**src/hw/rtl/bba_pkg.sv**
```systemverilog
// buddy block allocator: shared constants, types and helper functions
// used by the front, queue, back and top rtl files; no dependencies
package bba_pkg;

	localparam int MIN_BLOCKS = 1024;
	localparam int LEVELS     = 10;
	localparam int ROW_W      = 32;
	localparam int POS_W      = $clog2(ROW_W);
	localparam int IDX_W      = $clog2(MIN_BLOCKS);
	localparam int CNT_W      = IDX_W + 1;
	localparam int LVL_W      = $clog2(LEVELS);
	localparam int ADDR_W     = 64;
	localparam int SIZE_W     = 32;
	localparam int LOG_W      = 6;
	localparam int POOL_W     = 11;
	localparam int CFG_IDX_W  = 2;

	localparam logic [1:0] OP_ALLOC = 2'd0;
	localparam logic [1:0] OP_FREE  = 2'd1;
	localparam logic [1:0] OP_INIT  = 2'd2;

	localparam logic [CFG_IDX_W-1:0] REG_BASE = 2'd0;
	localparam logic [CFG_IDX_W-1:0] REG_MIN  = 2'd1;
	localparam logic [CFG_IDX_W-1:0] REG_MAX  = 2'd2;
	localparam logic [CFG_IDX_W-1:0] REG_POOL = 2'd3;

	function automatic int rows_of(input int lv);
		int r;
		r = (MIN_BLOCKS >> lv) / ROW_W;
		return (r == 0) ? 1 : r;
	endfunction

	function automatic int row_base(input int lv);
		int off;
		off = 0;
		for (int j = 0; j < LEVELS; j++) begin
			if (j < lv) off += rows_of(j);
		end
		return off;
	endfunction

	localparam int ROWS   = row_base(LEVELS);
	localparam int ROW_AW = $clog2(ROWS);
	localparam int RIL_W  = $clog2(rows_of(0) + 1);

	typedef enum logic [1:0] {
		STS_OK        = 2'd0,
		STS_TOO_LARGE = 2'd1,
		STS_NO_FREE   = 2'd2
	} status_t;

	typedef enum logic [2:0] {
		CMD_ALLOC,
		CMD_FREE,
		CMD_INIT,
		CMD_NOP,
		CMD_BIG
	} cmd_kind_t;

	typedef struct packed {
		cmd_kind_t         kind;
		logic [LVL_W-1:0]  lv;
		logic [IDX_W-1:0]  idx;
		logic [LOG_W-1:0]  k;
	} cmd_t;

	typedef struct packed {
		logic [ADDR_W-1:0] base_address;
		logic [LOG_W-1:0]  min_block_log2;
		logic [LOG_W-1:0]  max_block_log2;
		logic [POOL_W-1:0] pool_min_blocks;
	} cfg_t;

	typedef enum logic [2:0] {
		ST_SWEEP,
		ST_IDLE,
		ST_SRCH_RD,
		ST_SRCH_CHK,
		ST_RMW_RD,
		ST_RMW_WR,
		ST_DONE
	} state_t;

	typedef enum logic [1:0] {
		PH_SET,
		PH_CLR,
		PH_FINAL,
		PH_FREE
	} phase_t;

	function automatic logic [LVL_W-1:0] top_level(input cfg_t c);
		logic [LOG_W:0] n;
		n = {1'b0, c.max_block_log2} - {1'b0, c.min_block_log2} + (LOG_W+1)'(1);
		if (c.max_block_log2 < c.min_block_log2) return '0;
		if (n > (LOG_W+1)'(LEVELS)) n = (LOG_W+1)'(LEVELS);
		return LVL_W'(n - (LOG_W+1)'(1));
	endfunction

	function automatic logic [CNT_W-1:0] pool_clamp(input cfg_t c);
		if (32'(c.pool_min_blocks) > 32'(MIN_BLOCKS)) return CNT_W'(MIN_BLOCKS);
		return CNT_W'(c.pool_min_blocks);
	endfunction

	function automatic logic [ROW_AW-1:0] row_addr(input logic [LVL_W-1:0] lv,
			input logic [RIL_W-1:0] ril);
		return ROW_AW'(row_base(int'(lv)) + int'(ril));
	endfunction

	function automatic logic [LVL_W-1:0] level_of_row(input logic [ROW_AW-1:0] r);
		logic [LVL_W-1:0] l;
		l = '0;
		for (int j = 0; j < LEVELS; j++) begin
			if (int'(r) >= row_base(j)) l = LVL_W'(j);
		end
		return l;
	endfunction

	function automatic logic [ROW_W-1:0] inval_mask(input logic [CNT_W-1:0] pc,
			input logic [LVL_W-1:0] lv, input logic [RIL_W-1:0] ril);
		logic [ROW_W-1:0] m;
		int cnt;
		cnt = int'(pc >> lv);
		for (int j = 0; j < ROW_W; j++) begin
			m[j] = ((int'(ril) << POS_W) + j) >= cnt;
		end
		return m;
	endfunction

endpackage

```
**src/hw/rtl/bba_if.sv**
```systemverilog
// buddy block allocator: request and response channel interfaces
// no dependencies
interface bba_req_if;
	logic        valid;
	logic        ready;
	logic [1:0]  operation;
	logic [31:0] request_size;
	logic [63:0] free_address;
	modport source(output valid, operation, request_size, free_address, input ready);
	modport sink(input valid, operation, request_size, free_address, output ready);
endinterface

interface bba_rsp_if;
	logic        valid;
	logic        ready;
	logic [1:0]  status;
	logic [63:0] block_address;
	modport source(output valid, status, block_address, input ready);
	modport sink(input valid, status, block_address, output ready);
endinterface

```
**src/hw/rtl/bba_front.sv**
```systemverilog
// buddy block allocator front: accepts requests and classifies them into commands
// depends on bba_pkg and bba_if
module bba_front (
	bba_req_if.sink          req,
	input  bba_pkg::cfg_t    cfg,
	input  logic             sweep_busy,
	input  logic             q_full,
	output logic             push,
	output bba_pkg::cmd_t    cmd
);

	logic [bba_pkg::SIZE_W-1:0] sm1;
	logic [bba_pkg::LOG_W-1:0]  hb;
	logic [bba_pkg::LOG_W-1:0]  k;
	logic [bba_pkg::LVL_W-1:0]  top;
	logic                       big;
	logic [bba_pkg::LVL_W-1:0]  lv;
	logic [bba_pkg::ADDR_W-1:0] diff;
	logic [bba_pkg::ADDR_W-1:0] sh;
	logic [bba_pkg::CNT_W-1:0]  cnt;
	logic                       inr;

	always_comb begin
		sm1 = req.request_size - bba_pkg::SIZE_W'(1);
		hb = '0;
		for (int i = 0; i < bba_pkg::SIZE_W; i++) begin
			if (sm1[i]) hb = bba_pkg::LOG_W'(i + 1);
		end
		k = (req.request_size <= bba_pkg::SIZE_W'(1)) ? '0 : hb;
		if (k < cfg.min_block_log2) k = cfg.min_block_log2;
		top = bba_pkg::top_level(cfg);
		big = {1'b0, k} > ({1'b0, cfg.min_block_log2} + (bba_pkg::LOG_W+1)'(top));
		lv = bba_pkg::LVL_W'(k - cfg.min_block_log2);
		diff = req.free_address - cfg.base_address;
		sh = diff >> k;
		cnt = bba_pkg::pool_clamp(cfg) >> lv;
		inr = sh < bba_pkg::ADDR_W'(cnt);
	end

	always_comb begin
		cmd.lv = lv;
		cmd.idx = bba_pkg::IDX_W'(sh);
		cmd.k = k;
		priority if ((req.operation == bba_pkg::OP_ALLOC || req.operation == bba_pkg::OP_FREE)
				&& big) begin
			cmd.kind = bba_pkg::CMD_BIG;
		end else if (req.operation == bba_pkg::OP_ALLOC) begin
			cmd.kind = bba_pkg::CMD_ALLOC;
		end else if (req.operation == bba_pkg::OP_FREE) begin
			cmd.kind = inr ? bba_pkg::CMD_FREE : bba_pkg::CMD_NOP;
		end else if (req.operation == bba_pkg::OP_INIT) begin
			cmd.kind = bba_pkg::CMD_INIT;
		end else begin
			cmd.kind = bba_pkg::CMD_NOP;
		end
	end

	assign req.ready = !q_full && !sweep_busy;
	assign push = req.valid && req.ready;

endmodule

```
**src/hw/rtl/bba_queue.sv**
```systemverilog
// buddy block allocator: two-entry command queue between front and back
// depends on bba_pkg
module bba_queue (
	input  logic          clk,
	input  logic          arst_n,
	input  logic          push,
	input  bba_pkg::cmd_t din,
	output logic          full,
	input  logic          pop,
	output logic          valid,
	output bba_pkg::cmd_t dout
);

	bba_pkg::cmd_t slot_q [2];
	logic          wr_q;
	logic          rd_q;
	logic [1:0]    cnt_q;

	always_ff @(posedge clk) begin
		if (push) slot_q[wr_q] <= din;
	end

	always_ff @(posedge clk or negedge arst_n) begin
		if (!arst_n) begin
			wr_q <= 1'b0;
			rd_q <= 1'b0;
			cnt_q <= '0;
		end else begin
			if (push) wr_q <= !wr_q;
			if (pop) rd_q <= !rd_q;
			cnt_q <= cnt_q + 2'(push) - 2'(pop);
		end
	end

	assign full = cnt_q == 2'd2;
	assign valid = cnt_q != 2'd0;
	assign dout = slot_q[rd_q];

endmodule

```
**src/hw/rtl/bba_back.sv**
```systemverilog
// buddy block allocator back: bitmap memory, search, split, merge and clearing sequencer
// depends on bba_pkg and bba_if; holds the result register
module bba_back (
	input  logic          clk,
	input  logic          arst_n,
	input  bba_pkg::cfg_t cfg,
	input  logic          q_valid,
	input  bba_pkg::cmd_t q_cmd,
	output logic          q_pop,
	output logic          sweep_busy,
	bba_rsp_if.source     rsp
);

	logic [bba_pkg::ROW_W-1:0] mem [bba_pkg::ROWS];

	bba_pkg::state_t           state_q, state_d;
	bba_pkg::phase_t           phase_q;
	bba_pkg::status_t          sts_q;
	logic [bba_pkg::LVL_W-1:0] lv_q, want_q;
	logic [bba_pkg::IDX_W-1:0] idx_q;
	logic [bba_pkg::RIL_W-1:0] ril_q;
	logic [bba_pkg::LOG_W-1:0] k_q;
	logic [bba_pkg::ROW_AW-1:0] sw_q;
	logic                      rst_sweep_q;
	logic                      addr_ok_q;
	logic [bba_pkg::ROW_W-1:0] rdata_q;
	logic                      out_valid_q;
	bba_pkg::status_t          out_status_q;
	logic [bba_pkg::ADDR_W-1:0] out_addr_q;

	logic [bba_pkg::LVL_W-1:0] top;
	logic [bba_pkg::CNT_W-1:0] pc;
	logic [bba_pkg::LVL_W-1:0] sw_lv;
	logic [bba_pkg::RIL_W-1:0] sw_ril;
	logic [bba_pkg::LVL_W-1:0] m_lv;
	logic [bba_pkg::RIL_W-1:0] m_ril;
	logic [bba_pkg::ROW_W-1:0] inval;
	logic [bba_pkg::ROW_AW-1:0] maddr;
	logic [bba_pkg::ROW_W-1:0] masked;
	logic [bba_pkg::ROW_W-1:0] free_vec;
	logic                      found;
	logic [bba_pkg::POS_W-1:0] fpos;
	logic [bba_pkg::POS_W-1:0] pos;
	logic                      buddy_busy;
	logic                      free_up;
	logic                      pair;
	logic                      wval;
	logic [bba_pkg::ROW_W-1:0] wm;
	logic [bba_pkg::ROW_W-1:0] wm_v;
	logic [bba_pkg::ROW_W-1:0] wdata;
	logic                      mem_we;
	logic                      last_row;
	logic                      sweep_last;
	logic                      out_free;

	always_comb begin
		top = bba_pkg::top_level(cfg);
		pc = bba_pkg::pool_clamp(cfg);
		sw_lv = bba_pkg::level_of_row(sw_q);
		sw_ril = bba_pkg::RIL_W'(sw_q - bba_pkg::row_addr(sw_lv, '0));
		pos = idx_q[bba_pkg::POS_W-1:0];
		m_lv = (state_q == bba_pkg::ST_SWEEP) ? sw_lv : lv_q;
		if (state_q == bba_pkg::ST_SWEEP) begin
			m_ril = sw_ril;
		end else if (state_q == bba_pkg::ST_SRCH_RD || state_q == bba_pkg::ST_SRCH_CHK) begin
			m_ril = ril_q;
		end else begin
			m_ril = bba_pkg::RIL_W'(idx_q >> bba_pkg::POS_W);
		end
		inval = bba_pkg::inval_mask(pc, m_lv, m_ril);
		maddr = bba_pkg::row_addr(m_lv, m_ril);
		masked = rdata_q | inval;
		free_vec = ~masked;
		found = |free_vec;
		fpos = '0;
		for (int i = bba_pkg::ROW_W - 1; i >= 0; i--) begin
			if (free_vec[i]) fpos = bba_pkg::POS_W'(i);
		end
		buddy_busy = masked[pos ^ bba_pkg::POS_W'(1)];
		free_up = (lv_q < top) && !buddy_busy;
		last_row = ril_q == bba_pkg::RIL_W'(bba_pkg::rows_of(int'(lv_q)) - 1);
		sweep_last = sw_q == bba_pkg::ROW_AW'(bba_pkg::ROWS - 1);
		out_free = !out_valid_q || rsp.ready;
	end

	// next state
	always_comb begin
		state_d = state_q;
		unique case (state_q)
			bba_pkg::ST_SWEEP: begin
				if (sweep_last) state_d = rst_sweep_q ? bba_pkg::ST_IDLE : bba_pkg::ST_DONE;
			end
			bba_pkg::ST_IDLE: begin
				if (q_valid) begin
					unique case (q_cmd.kind)
						bba_pkg::CMD_ALLOC: state_d = bba_pkg::ST_SRCH_RD;
						bba_pkg::CMD_FREE:  state_d = bba_pkg::ST_RMW_RD;
						bba_pkg::CMD_INIT:  state_d = bba_pkg::ST_SWEEP;
						default:            state_d = bba_pkg::ST_DONE;
					endcase
				end
			end
			bba_pkg::ST_SRCH_RD: state_d = bba_pkg::ST_SRCH_CHK;
			bba_pkg::ST_SRCH_CHK: begin
				priority if (found) state_d = bba_pkg::ST_RMW_RD;
				else if (last_row && lv_q == top) state_d = bba_pkg::ST_DONE;
				else state_d = bba_pkg::ST_SRCH_RD;
			end
			bba_pkg::ST_RMW_RD: state_d = bba_pkg::ST_RMW_WR;
			bba_pkg::ST_RMW_WR: begin
				unique case (phase_q)
					bba_pkg::PH_FINAL: state_d = bba_pkg::ST_DONE;
					bba_pkg::PH_FREE:  state_d = free_up ? bba_pkg::ST_RMW_RD : bba_pkg::ST_DONE;
					default:           state_d = bba_pkg::ST_RMW_RD;
				endcase
			end
			bba_pkg::ST_DONE: begin
				if (out_free) state_d = bba_pkg::ST_IDLE;
			end
			default: state_d = bba_pkg::ST_IDLE;
		endcase
	end

	// outputs and write data
	always_comb begin
		q_pop = (state_q == bba_pkg::ST_IDLE) && q_valid;
		mem_we = (state_q == bba_pkg::ST_RMW_WR) || (state_q == bba_pkg::ST_SWEEP);
		pair = (phase_q == bba_pkg::PH_CLR) || (phase_q == bba_pkg::PH_FREE && free_up);
		wval = (phase_q == bba_pkg::PH_CLR) ? 1'b0
			: (phase_q == bba_pkg::PH_FREE) ? free_up : 1'b1;
		wm = bba_pkg::ROW_W'(1) << pos;
		if (pair) wm = wm | (bba_pkg::ROW_W'(1) << (pos ^ bba_pkg::POS_W'(1)));
		wm_v = wm & ~inval;
		if (state_q == bba_pkg::ST_SWEEP) begin
			wdata = (sw_lv == top) ? inval : '1;
		end else begin
			wdata = wval ? (rdata_q | wm_v) : (rdata_q & ~wm_v);
		end
	end

	always_ff @(posedge clk) begin
		if (mem_we) mem[maddr] <= wdata;
		rdata_q <= mem[maddr];
	end

	always_ff @(posedge clk or negedge arst_n) begin
		if (!arst_n) begin
			state_q <= bba_pkg::ST_SWEEP;
			rst_sweep_q <= 1'b1;
			sw_q <= '0;
			out_valid_q <= 1'b0;
		end else begin
			state_q <= state_d;
			if (state_q == bba_pkg::ST_SWEEP) begin
				sw_q <= sweep_last ? '0 : sw_q + bba_pkg::ROW_AW'(1);
				if (sweep_last) rst_sweep_q <= 1'b0;
			end
			if (state_q == bba_pkg::ST_DONE && out_free) begin
				out_valid_q <= 1'b1;
			end else if (rsp.ready) begin
				out_valid_q <= 1'b0;
			end
		end
	end

	always_ff @(posedge clk) begin
		unique case (state_q)
			bba_pkg::ST_SWEEP: begin
				sts_q <= bba_pkg::STS_OK;
				addr_ok_q <= 1'b0;
			end
			bba_pkg::ST_IDLE: begin
				lv_q <= q_cmd.lv;
				want_q <= q_cmd.lv;
				idx_q <= q_cmd.idx;
				k_q <= q_cmd.k;
				ril_q <= '0;
				phase_q <= bba_pkg::PH_FREE;
				addr_ok_q <= 1'b0;
				sts_q <= (q_cmd.kind == bba_pkg::CMD_BIG) ? bba_pkg::STS_TOO_LARGE
					: bba_pkg::STS_OK;
			end
			bba_pkg::ST_SRCH_CHK: begin
				priority if (found) begin
					idx_q <= bba_pkg::IDX_W'({ril_q, fpos});
					phase_q <= (lv_q == want_q) ? bba_pkg::PH_FINAL : bba_pkg::PH_SET;
				end else if (!last_row) begin
					ril_q <= ril_q + bba_pkg::RIL_W'(1);
				end else if (lv_q != top) begin
					lv_q <= lv_q + bba_pkg::LVL_W'(1);
					ril_q <= '0;
				end else begin
					sts_q <= bba_pkg::STS_NO_FREE;
				end
			end
			bba_pkg::ST_RMW_WR: begin
				unique case (phase_q)
					bba_pkg::PH_SET: begin
						lv_q <= lv_q - bba_pkg::LVL_W'(1);
						idx_q <= idx_q << 1;
						phase_q <= bba_pkg::PH_CLR;
					end
					bba_pkg::PH_CLR: begin
						phase_q <= (lv_q == want_q) ? bba_pkg::PH_FINAL : bba_pkg::PH_SET;
					end
					bba_pkg::PH_FINAL: addr_ok_q <= 1'b1;
					bba_pkg::PH_FREE: begin
						if (free_up) begin
							lv_q <= lv_q + bba_pkg::LVL_W'(1);
							idx_q <= idx_q >> 1;
						end
					end
					default: addr_ok_q <= 1'b0;
				endcase
			end
			bba_pkg::ST_DONE: begin
				if (out_free) begin
					out_status_q <= sts_q;
					out_addr_q <= addr_ok_q
						? cfg.base_address + (bba_pkg::ADDR_W'(idx_q) << k_q) : '0;
				end
			end
			default: ;
		endcase
	end

	assign sweep_busy = rst_sweep_q;
	assign rsp.valid = out_valid_q;
	assign rsp.status = out_status_q;
	assign rsp.block_address = out_addr_q;

endmodule

```
**src/hw/rtl/buddy_block_allocator_top.sv**
```systemverilog
// Binary buddy allocator with one bitmap per block-size level, held as 32-bit
// rows in a single-port memory (67 rows). Every request is accepted in the
// front and then runs in the back: an allocate reads and checks bitmap rows
// until it finds a free block, then splits each level down to the wanted size
// (set the parent, then clear both children), makes a final write and returns
// its result; a free moves up a level, merging the pair, each time its buddy
// is also free; an oversized or ignored request goes straight to its result.
// Each allocate or free update is a read-modify-write of that memory port.
// Initialize rewrites all 67 rows; the same pass runs after reset, during which
// no request is taken. A two-entry queue sits between front and back and a
// result register at the output.
// depends on bba_pkg, bba_if, bba_front, bba_queue, bba_back
module buddy_block_allocator_top (
	input  logic                          clk,
	input  logic                          arst_n,
	bba_req_if.sink                       req,
	bba_rsp_if.source                     rsp,
	input  logic                          cfg_we,
	input  logic [bba_pkg::CFG_IDX_W-1:0] cfg_index,
	input  logic [bba_pkg::ADDR_W-1:0]    cfg_data
);

	bba_pkg::cfg_t cfg_q;
	bba_pkg::cmd_t f_cmd;
	bba_pkg::cmd_t q_cmd;
	logic          push;
	logic          q_full;
	logic          q_valid;
	logic          q_pop;
	logic          sweep_busy;

	always_ff @(posedge clk or negedge arst_n) begin
		if (!arst_n) begin
			cfg_q.base_address <= '0;
			cfg_q.min_block_log2 <= bba_pkg::LOG_W'(12);
			cfg_q.max_block_log2 <= bba_pkg::LOG_W'(21);
			cfg_q.pool_min_blocks <= bba_pkg::POOL_W'(1024);
		end else if (cfg_we) begin
			unique case (cfg_index)
				bba_pkg::REG_BASE: cfg_q.base_address <= cfg_data;
				bba_pkg::REG_MIN:  cfg_q.min_block_log2 <= cfg_data[bba_pkg::LOG_W-1:0];
				bba_pkg::REG_MAX:  cfg_q.max_block_log2 <= cfg_data[bba_pkg::LOG_W-1:0];
				bba_pkg::REG_POOL: cfg_q.pool_min_blocks <= cfg_data[bba_pkg::POOL_W-1:0];
				default: ;
			endcase
		end
	end

	bba_front u_front (
		.req        (req),
		.cfg        (cfg_q),
		.sweep_busy (sweep_busy),
		.q_full     (q_full),
		.push       (push),
		.cmd        (f_cmd)
	);

	bba_queue u_queue (
		.clk    (clk),
		.arst_n (arst_n),
		.push   (push),
		.din    (f_cmd),
		.full   (q_full),
		.pop    (q_pop),
		.valid  (q_valid),
		.dout   (q_cmd)
	);

	bba_back u_back (
		.clk        (clk),
		.arst_n     (arst_n),
		.cfg        (cfg_q),
		.q_valid    (q_valid),
		.q_cmd      (q_cmd),
		.q_pop      (q_pop),
		.sweep_busy (sweep_busy),
		.rsp        (rsp)
	);

`ifndef SYNTHESIS
	a_no_accept_in_sweep: assert property (@(posedge clk) disable iff (!arst_n)
		sweep_busy |-> !(req.valid && req.ready))
		else $error("request accepted during clearing pass");
	a_fail_addr_zero: assert property (@(posedge clk) disable iff (!arst_n)
		(rsp.valid && rsp.status != 2'(bba_pkg::STS_OK)) |-> rsp.block_address == '0)
		else $error("failed request returned an address");
	a_pop_has_data: assert property (@(posedge clk) disable iff (!arst_n)
		q_pop |-> q_valid)
		else $error("command popped from empty queue");
`endif

endmodule
```
**src/flat_wrapper.sv**
```systemverilog
// flat-port wrapper written by rule: the top's interface ports become plain ports
module buddy_block_allocator_top_flat 
  (clk, arst_n, cfg_we, cfg_index, cfg_data, req_valid, req_operation, req_request_size, req_free_address, req_ready, rsp_valid, rsp_status, rsp_block_address, rsp_ready);
  bba_req_if req_i ();
  bba_rsp_if rsp_i ();
  input  logic clk;
  input  logic arst_n;
  input  logic cfg_we;
  input  logic [bba_pkg::CFG_IDX_W-1:0] cfg_index;
  input  logic [bba_pkg::ADDR_W-1:0] cfg_data;
  input wire logic [$bits(req_i.valid)-1:0] req_valid;
  input wire logic [$bits(req_i.operation)-1:0] req_operation;
  input wire logic [$bits(req_i.request_size)-1:0] req_request_size;
  input wire logic [$bits(req_i.free_address)-1:0] req_free_address;
  output wire logic [$bits(req_i.ready)-1:0] req_ready;
  output wire logic [$bits(rsp_i.valid)-1:0] rsp_valid;
  output wire logic [$bits(rsp_i.status)-1:0] rsp_status;
  output wire logic [$bits(rsp_i.block_address)-1:0] rsp_block_address;
  input wire logic [$bits(rsp_i.ready)-1:0] rsp_ready;
  assign req_i.valid = req_valid;
  assign req_i.operation = req_operation;
  assign req_i.request_size = req_request_size;
  assign req_i.free_address = req_free_address;
  assign req_ready = req_i.ready;
  assign rsp_valid = rsp_i.valid;
  assign rsp_status = rsp_i.status;
  assign rsp_block_address = rsp_i.block_address;
  assign rsp_i.ready = rsp_ready;
  buddy_block_allocator_top u_core (.clk(clk), .arst_n(arst_n), .req(req_i), .rsp(rsp_i), .cfg_we(cfg_we), .cfg_index(cfg_index), .cfg_data(cfg_data));
endmodule
```
**config.mk**
```make
export PLATFORM = sky130hd
export DESIGN_NAME = buddy_block_allocator_top_flat
export DESIGN_NICKNAME = d
export VERILOG_FILES = /design/src/hw/rtl/bba_pkg.sv /design/src/hw/rtl/bba_if.sv /design/src/hw/rtl/bba_front.sv /design/src/hw/rtl/bba_queue.sv /design/src/hw/rtl/bba_back.sv /design/src/hw/rtl/buddy_block_allocator_top.sv /design/src/flat_wrapper.sv
export SDC_FILE = /design/constraint.sdc
export NUM_CORES = 2
export LEC_CHECK = 0
export BUFFER_PORTS_ARGS = -buffer_cell sky130_fd_sc_hd__buf_4
export CORE_ASPECT_RATIO = 1.5
export CORE_MARGIN = 2
export CORE_UTILIZATION = 33
export CTS_CLUSTER_SIZE = 24
export DETAILED_ROUTE_END_ITERATION = 8
export HOLD_SLACK_MARGIN = 0.12
export PLACE_DENSITY = 0.54
export RECOVER_POWER = 100
export SLEW_MARGIN = 20
export SYNTH_ARGS = -nofsm -noshare
export SYNTH_HDL_FRONTEND = slang
export SYNTH_HIERARCHICAL = 1
export SYNTH_SLANG_ARGS = --single-unit
```
**constraint.sdc**
```tcl
create_clock -name clk -period 10.5 [get_ports clk]
set_input_delay 1.05 -clock clk [delete_from_list [all_inputs] [get_ports clk]]
set_output_delay 1.05 -clock clk [all_outputs]
set_load 0.01 [all_outputs]
```
==> impl_metrics.json <==
{
  "post-route-period-util": 0.964,
  "tritoncts_num_sinks": 2426,
  "path_common_cell": "nand2_1",
  "worstPathMaxFanout": 52,
  "finalHoldViolations": 0,
  "worst_clock_skew_ns": 0.107,
  "ios": 237,
  "final.setup.tns_ns": 0,
  "maxSlewHeadroom": -1.91,
  "cts_tree": "yes",
  "track_usage": 0.248,
  "firstDrtPassIters": 6,
  "synthDistinctLibCells": 131,
  "vias": 77400,
  "ctsRootBufferMaster": "clkbuf_16",
  "fmaxAchievable_mhz": 98.8,
  "fp.coreArea_um2": 330000,
  "max-clock-path-buffers": 4,
  "grt_first_pass_wirelength_um": 594000,
  "drcViolationCount": 0,
  "most_area_consuming_cells_after_synthesis": "edfxtp_1, a22oi_1, ha_1, dfrtp_1, nor2_1",
  "timing.reg2reg.worst_path_depth": 37,
  "worstMarginPinSlew_ns": 4.36,
  "hold_depth": 2,
  "result_of_the_run": "finished with violations",
  "crit_path_max_incr_delay_ns": 1.02,
  "synthesis.area_um2": 109000,
  "route.final.wire_length_um": 429000,
  "final_period_minus_worst_setup_slack_ns": 10.12,
  "net_count_reported_at_finish": 8830,
  "timing.rr.start": "u_core/u_back/sw_q[1]",
  "crit-reg2reg-capture": "u_core/u_back/mem[66][12]",
  "hold_path.class": "in -> reg",
  "synth_enable_flop_cells": 2291,
  "clock_insertion_delay_worst_skew_ns": 0.94,
  "failed_checks": "capacitance limit, slew limit",
  "grt_overflow": 0,
  "antenna_found_initial": 26,
  "drt_iter0_markers": 8218,
  "dp.cells": 12600,
  "synth.yosys.warnings": 6,
  "detailed_place_hpwl_um": 288000,
  "worst_setup_path_start_kind": "input pin",
  "finalNonFillerCells": 13000,
  "critPathCaptureType": "flop",
  "timing.final.max_slew_violations": 288,
  "critical_path.slowest_cell": "nor4_1",
  "die_x_um": 474,
  "postSynthAreaPerCell_um2": 13.7,
  "layout.cells.most_common": "edfxtp_1",
  "detail_route.wl_per_cell_um": 32.9,
  "maximum_number_of_pins_on_one_net_before_global_route_repair": 80,
  "synth-seq-cells": 2426,
  "commonest_non_fill_non_tap_cells_in_the_layout": "edfxtp_1, a22oi_1, buf_4",
  "initial_core_util": 0.332,
  "route.antenna.remaining_nets": 0,
  "clk_pin_slew_worst_paths_ns": 0.06,
  "die_height_um": 709,
  "syn_inst": 8001,
  "reg2reg_slack_ns": 0.60,
  "max-cap-violations": 8,
  "worstPathArrival_ns": 10.69,
  "postSynthNetCount": 8409,
  "fin_hold_ws_ns": 0.367,
  "floorplan.rows": 258,
  "post-synth-top-area-cell": "edfxtp_1",
  "seq_area_frac_synth": 0.659,
  "vias_per_cell": 5.93,
  "async_reset_ff_frac": 0.0425,
  "cts_inserted_buffers": 237,
  "setup_repair_after_global_routing_missed_its_margin": "false",
  "endpoint_worst_hold": "u_core/cfg_q[75]",
  "place.port_buffers": 236,
  "share_of_post_route_cells_with_drive_strength_above_1": 0.143,
  "kind_of_critical_path": "in -> reg",
  "setup_viol": 0,
  "clock_tree.htree_level_count": 4,
  "fp.dieArea_um2": 336000,
  "dominantRegCellSynth": "edfxtp_1",
  "post_synth_top_area_share": 0.629,
  "num-fill-cells": 31000,
  "area_growth_syn_to_layout_pct": 16.2,
  "timing.hold.worst.start": "cfg_data[52]",
  "first_global_vias": 76200,
  "crit_required_ns": 11.07,
  "gp_congestion": 0.957
}
per-layer routing:
metal  vias up  part of all wire  GRT usage
met5         -          0.000082          0
met2      3650              0.51      0.445
met3       919             0.065     0.0357
met1     39800              0.34      0.269
li1      33100                 -          -
met4         6             0.080      0.170
kinds of logic (layout without fill, tap and decap cells):
logic type,Yosys count,after routing,synth area share
buf+inv,676,1284,0.0251
other cells,0,18,0
simple gates,1728,1729,0.0797
mux,308,308,0.0314
flops,2426,2426,0.659
compound gates,2457,2457,0.163
fa+ha+maj,240,240,0.0283
xor+xnor,166,166,0.0134
cell type report:
cell class              instances  area [um2]  share of cell area
flip-flops and latches       2426       72000               0.567
inverters                     194         728             0.00573
well taps                    4420        5530              0.0435
clock buffers                 295        6320              0.0497
repair buffers                663        5910              0.0465
clock inverters               132        1020             0.00799
diodes                         18        45.0            0.000354
multi-input cells            4900       35500               0.280
flip-flops by register name, summed over array words and instances (netlist names), 3 cells and up:
register / count
u_core/u_back/state_q: 3
u_core/u_back/k_q: 6
u_core/u_back/want_q: 4
u_core/cfg_q: 87
u_core/u_queue/slot_q: 46
u_core/u_back/ril_q: 6
u_core/u_back/rsp.block_address: 64
u_core/u_back/rdata_q: 32
u_core/u_back/sw_q: 7
u_core/u_back/mem: 2144
u_core/u_back/idx_q: 10
u_core/u_back/lv_q: 4
Yosys cell counts (103+ instances only):
library cell / number
clkbuf_1: 334
nand4_1: 217
ha_1: 227
inv_1: 182
a21o_1: 103
nand3_1: 139
edfxtp_1: 2291
o21ai_0: 206
mux2i_1: 148
a22oi_1: 717
a221oi_1: 190
a22o_1: 173
a31oi_1: 171
nand2_1: 347
a21oi_1: 332
nor2_1: 509
timing repair:
| item | in CTS | in global routing |
|---|---|---|
| hold endpoints to repair | 12 | 0 |
| gates resized for setup | 0 | 4 |
| buffers inserted | 0 | 4 |
| setup endpoints to repair | 0 | 1384 |
| hold buffers | 1 | 0 |
worst max-delay path: cells and delay by family:
kind            cells  cell delay, ns
mux                 2            0.85
simple gates       11            3.26
compound gates     16            3.99
fa+ha+maj           2            0.63
buf+inv             4            0.82
worst max-delay path by stage:
stage | cells after the start | slack [ns] | startpoint | end
after global routing | 37 | 0.006 | u_core/u_back/sw_q[1] | u_core/u_back/mem[28][15]
after CTS | 36 | 0.21 | u_core/u_back/sw_q[1] | u_core/u_back/mem[31][13]
after detailed placement | 35 | 0.25 | req_request_size[5] | u_core/u_queue/slot_q[1][21]
after floorplan | 34 | 0.27 | u_core/u_back/sw_q[1] | u_core/u_back/mem[0][5]
final | 35 | 0.38 | req_request_size[5] | u_core/u_queue/slot_q[0][21]
after global placement | 35 | 0.22 | req_request_size[5] | u_core/u_queue/slot_q[0][21]
per-stage QoR:
stage / area, um2 / setup WS, ns / utilization
global placement: 120000 / 0.216 / 0.365
floorplan: 109000 / 0.272 / -
detailed placement: 120000 / 0.245 / 0.365
finish: 127000 / 0.377 / 0.386
global route: 127000 / 0.00614 / 0.386
CTS: 128000 / 0.212 / 0.387
Power is left out: the tool's default activity adds up to more than one toggle a clock period on the data nets, which glitch-free logic cannot reach.
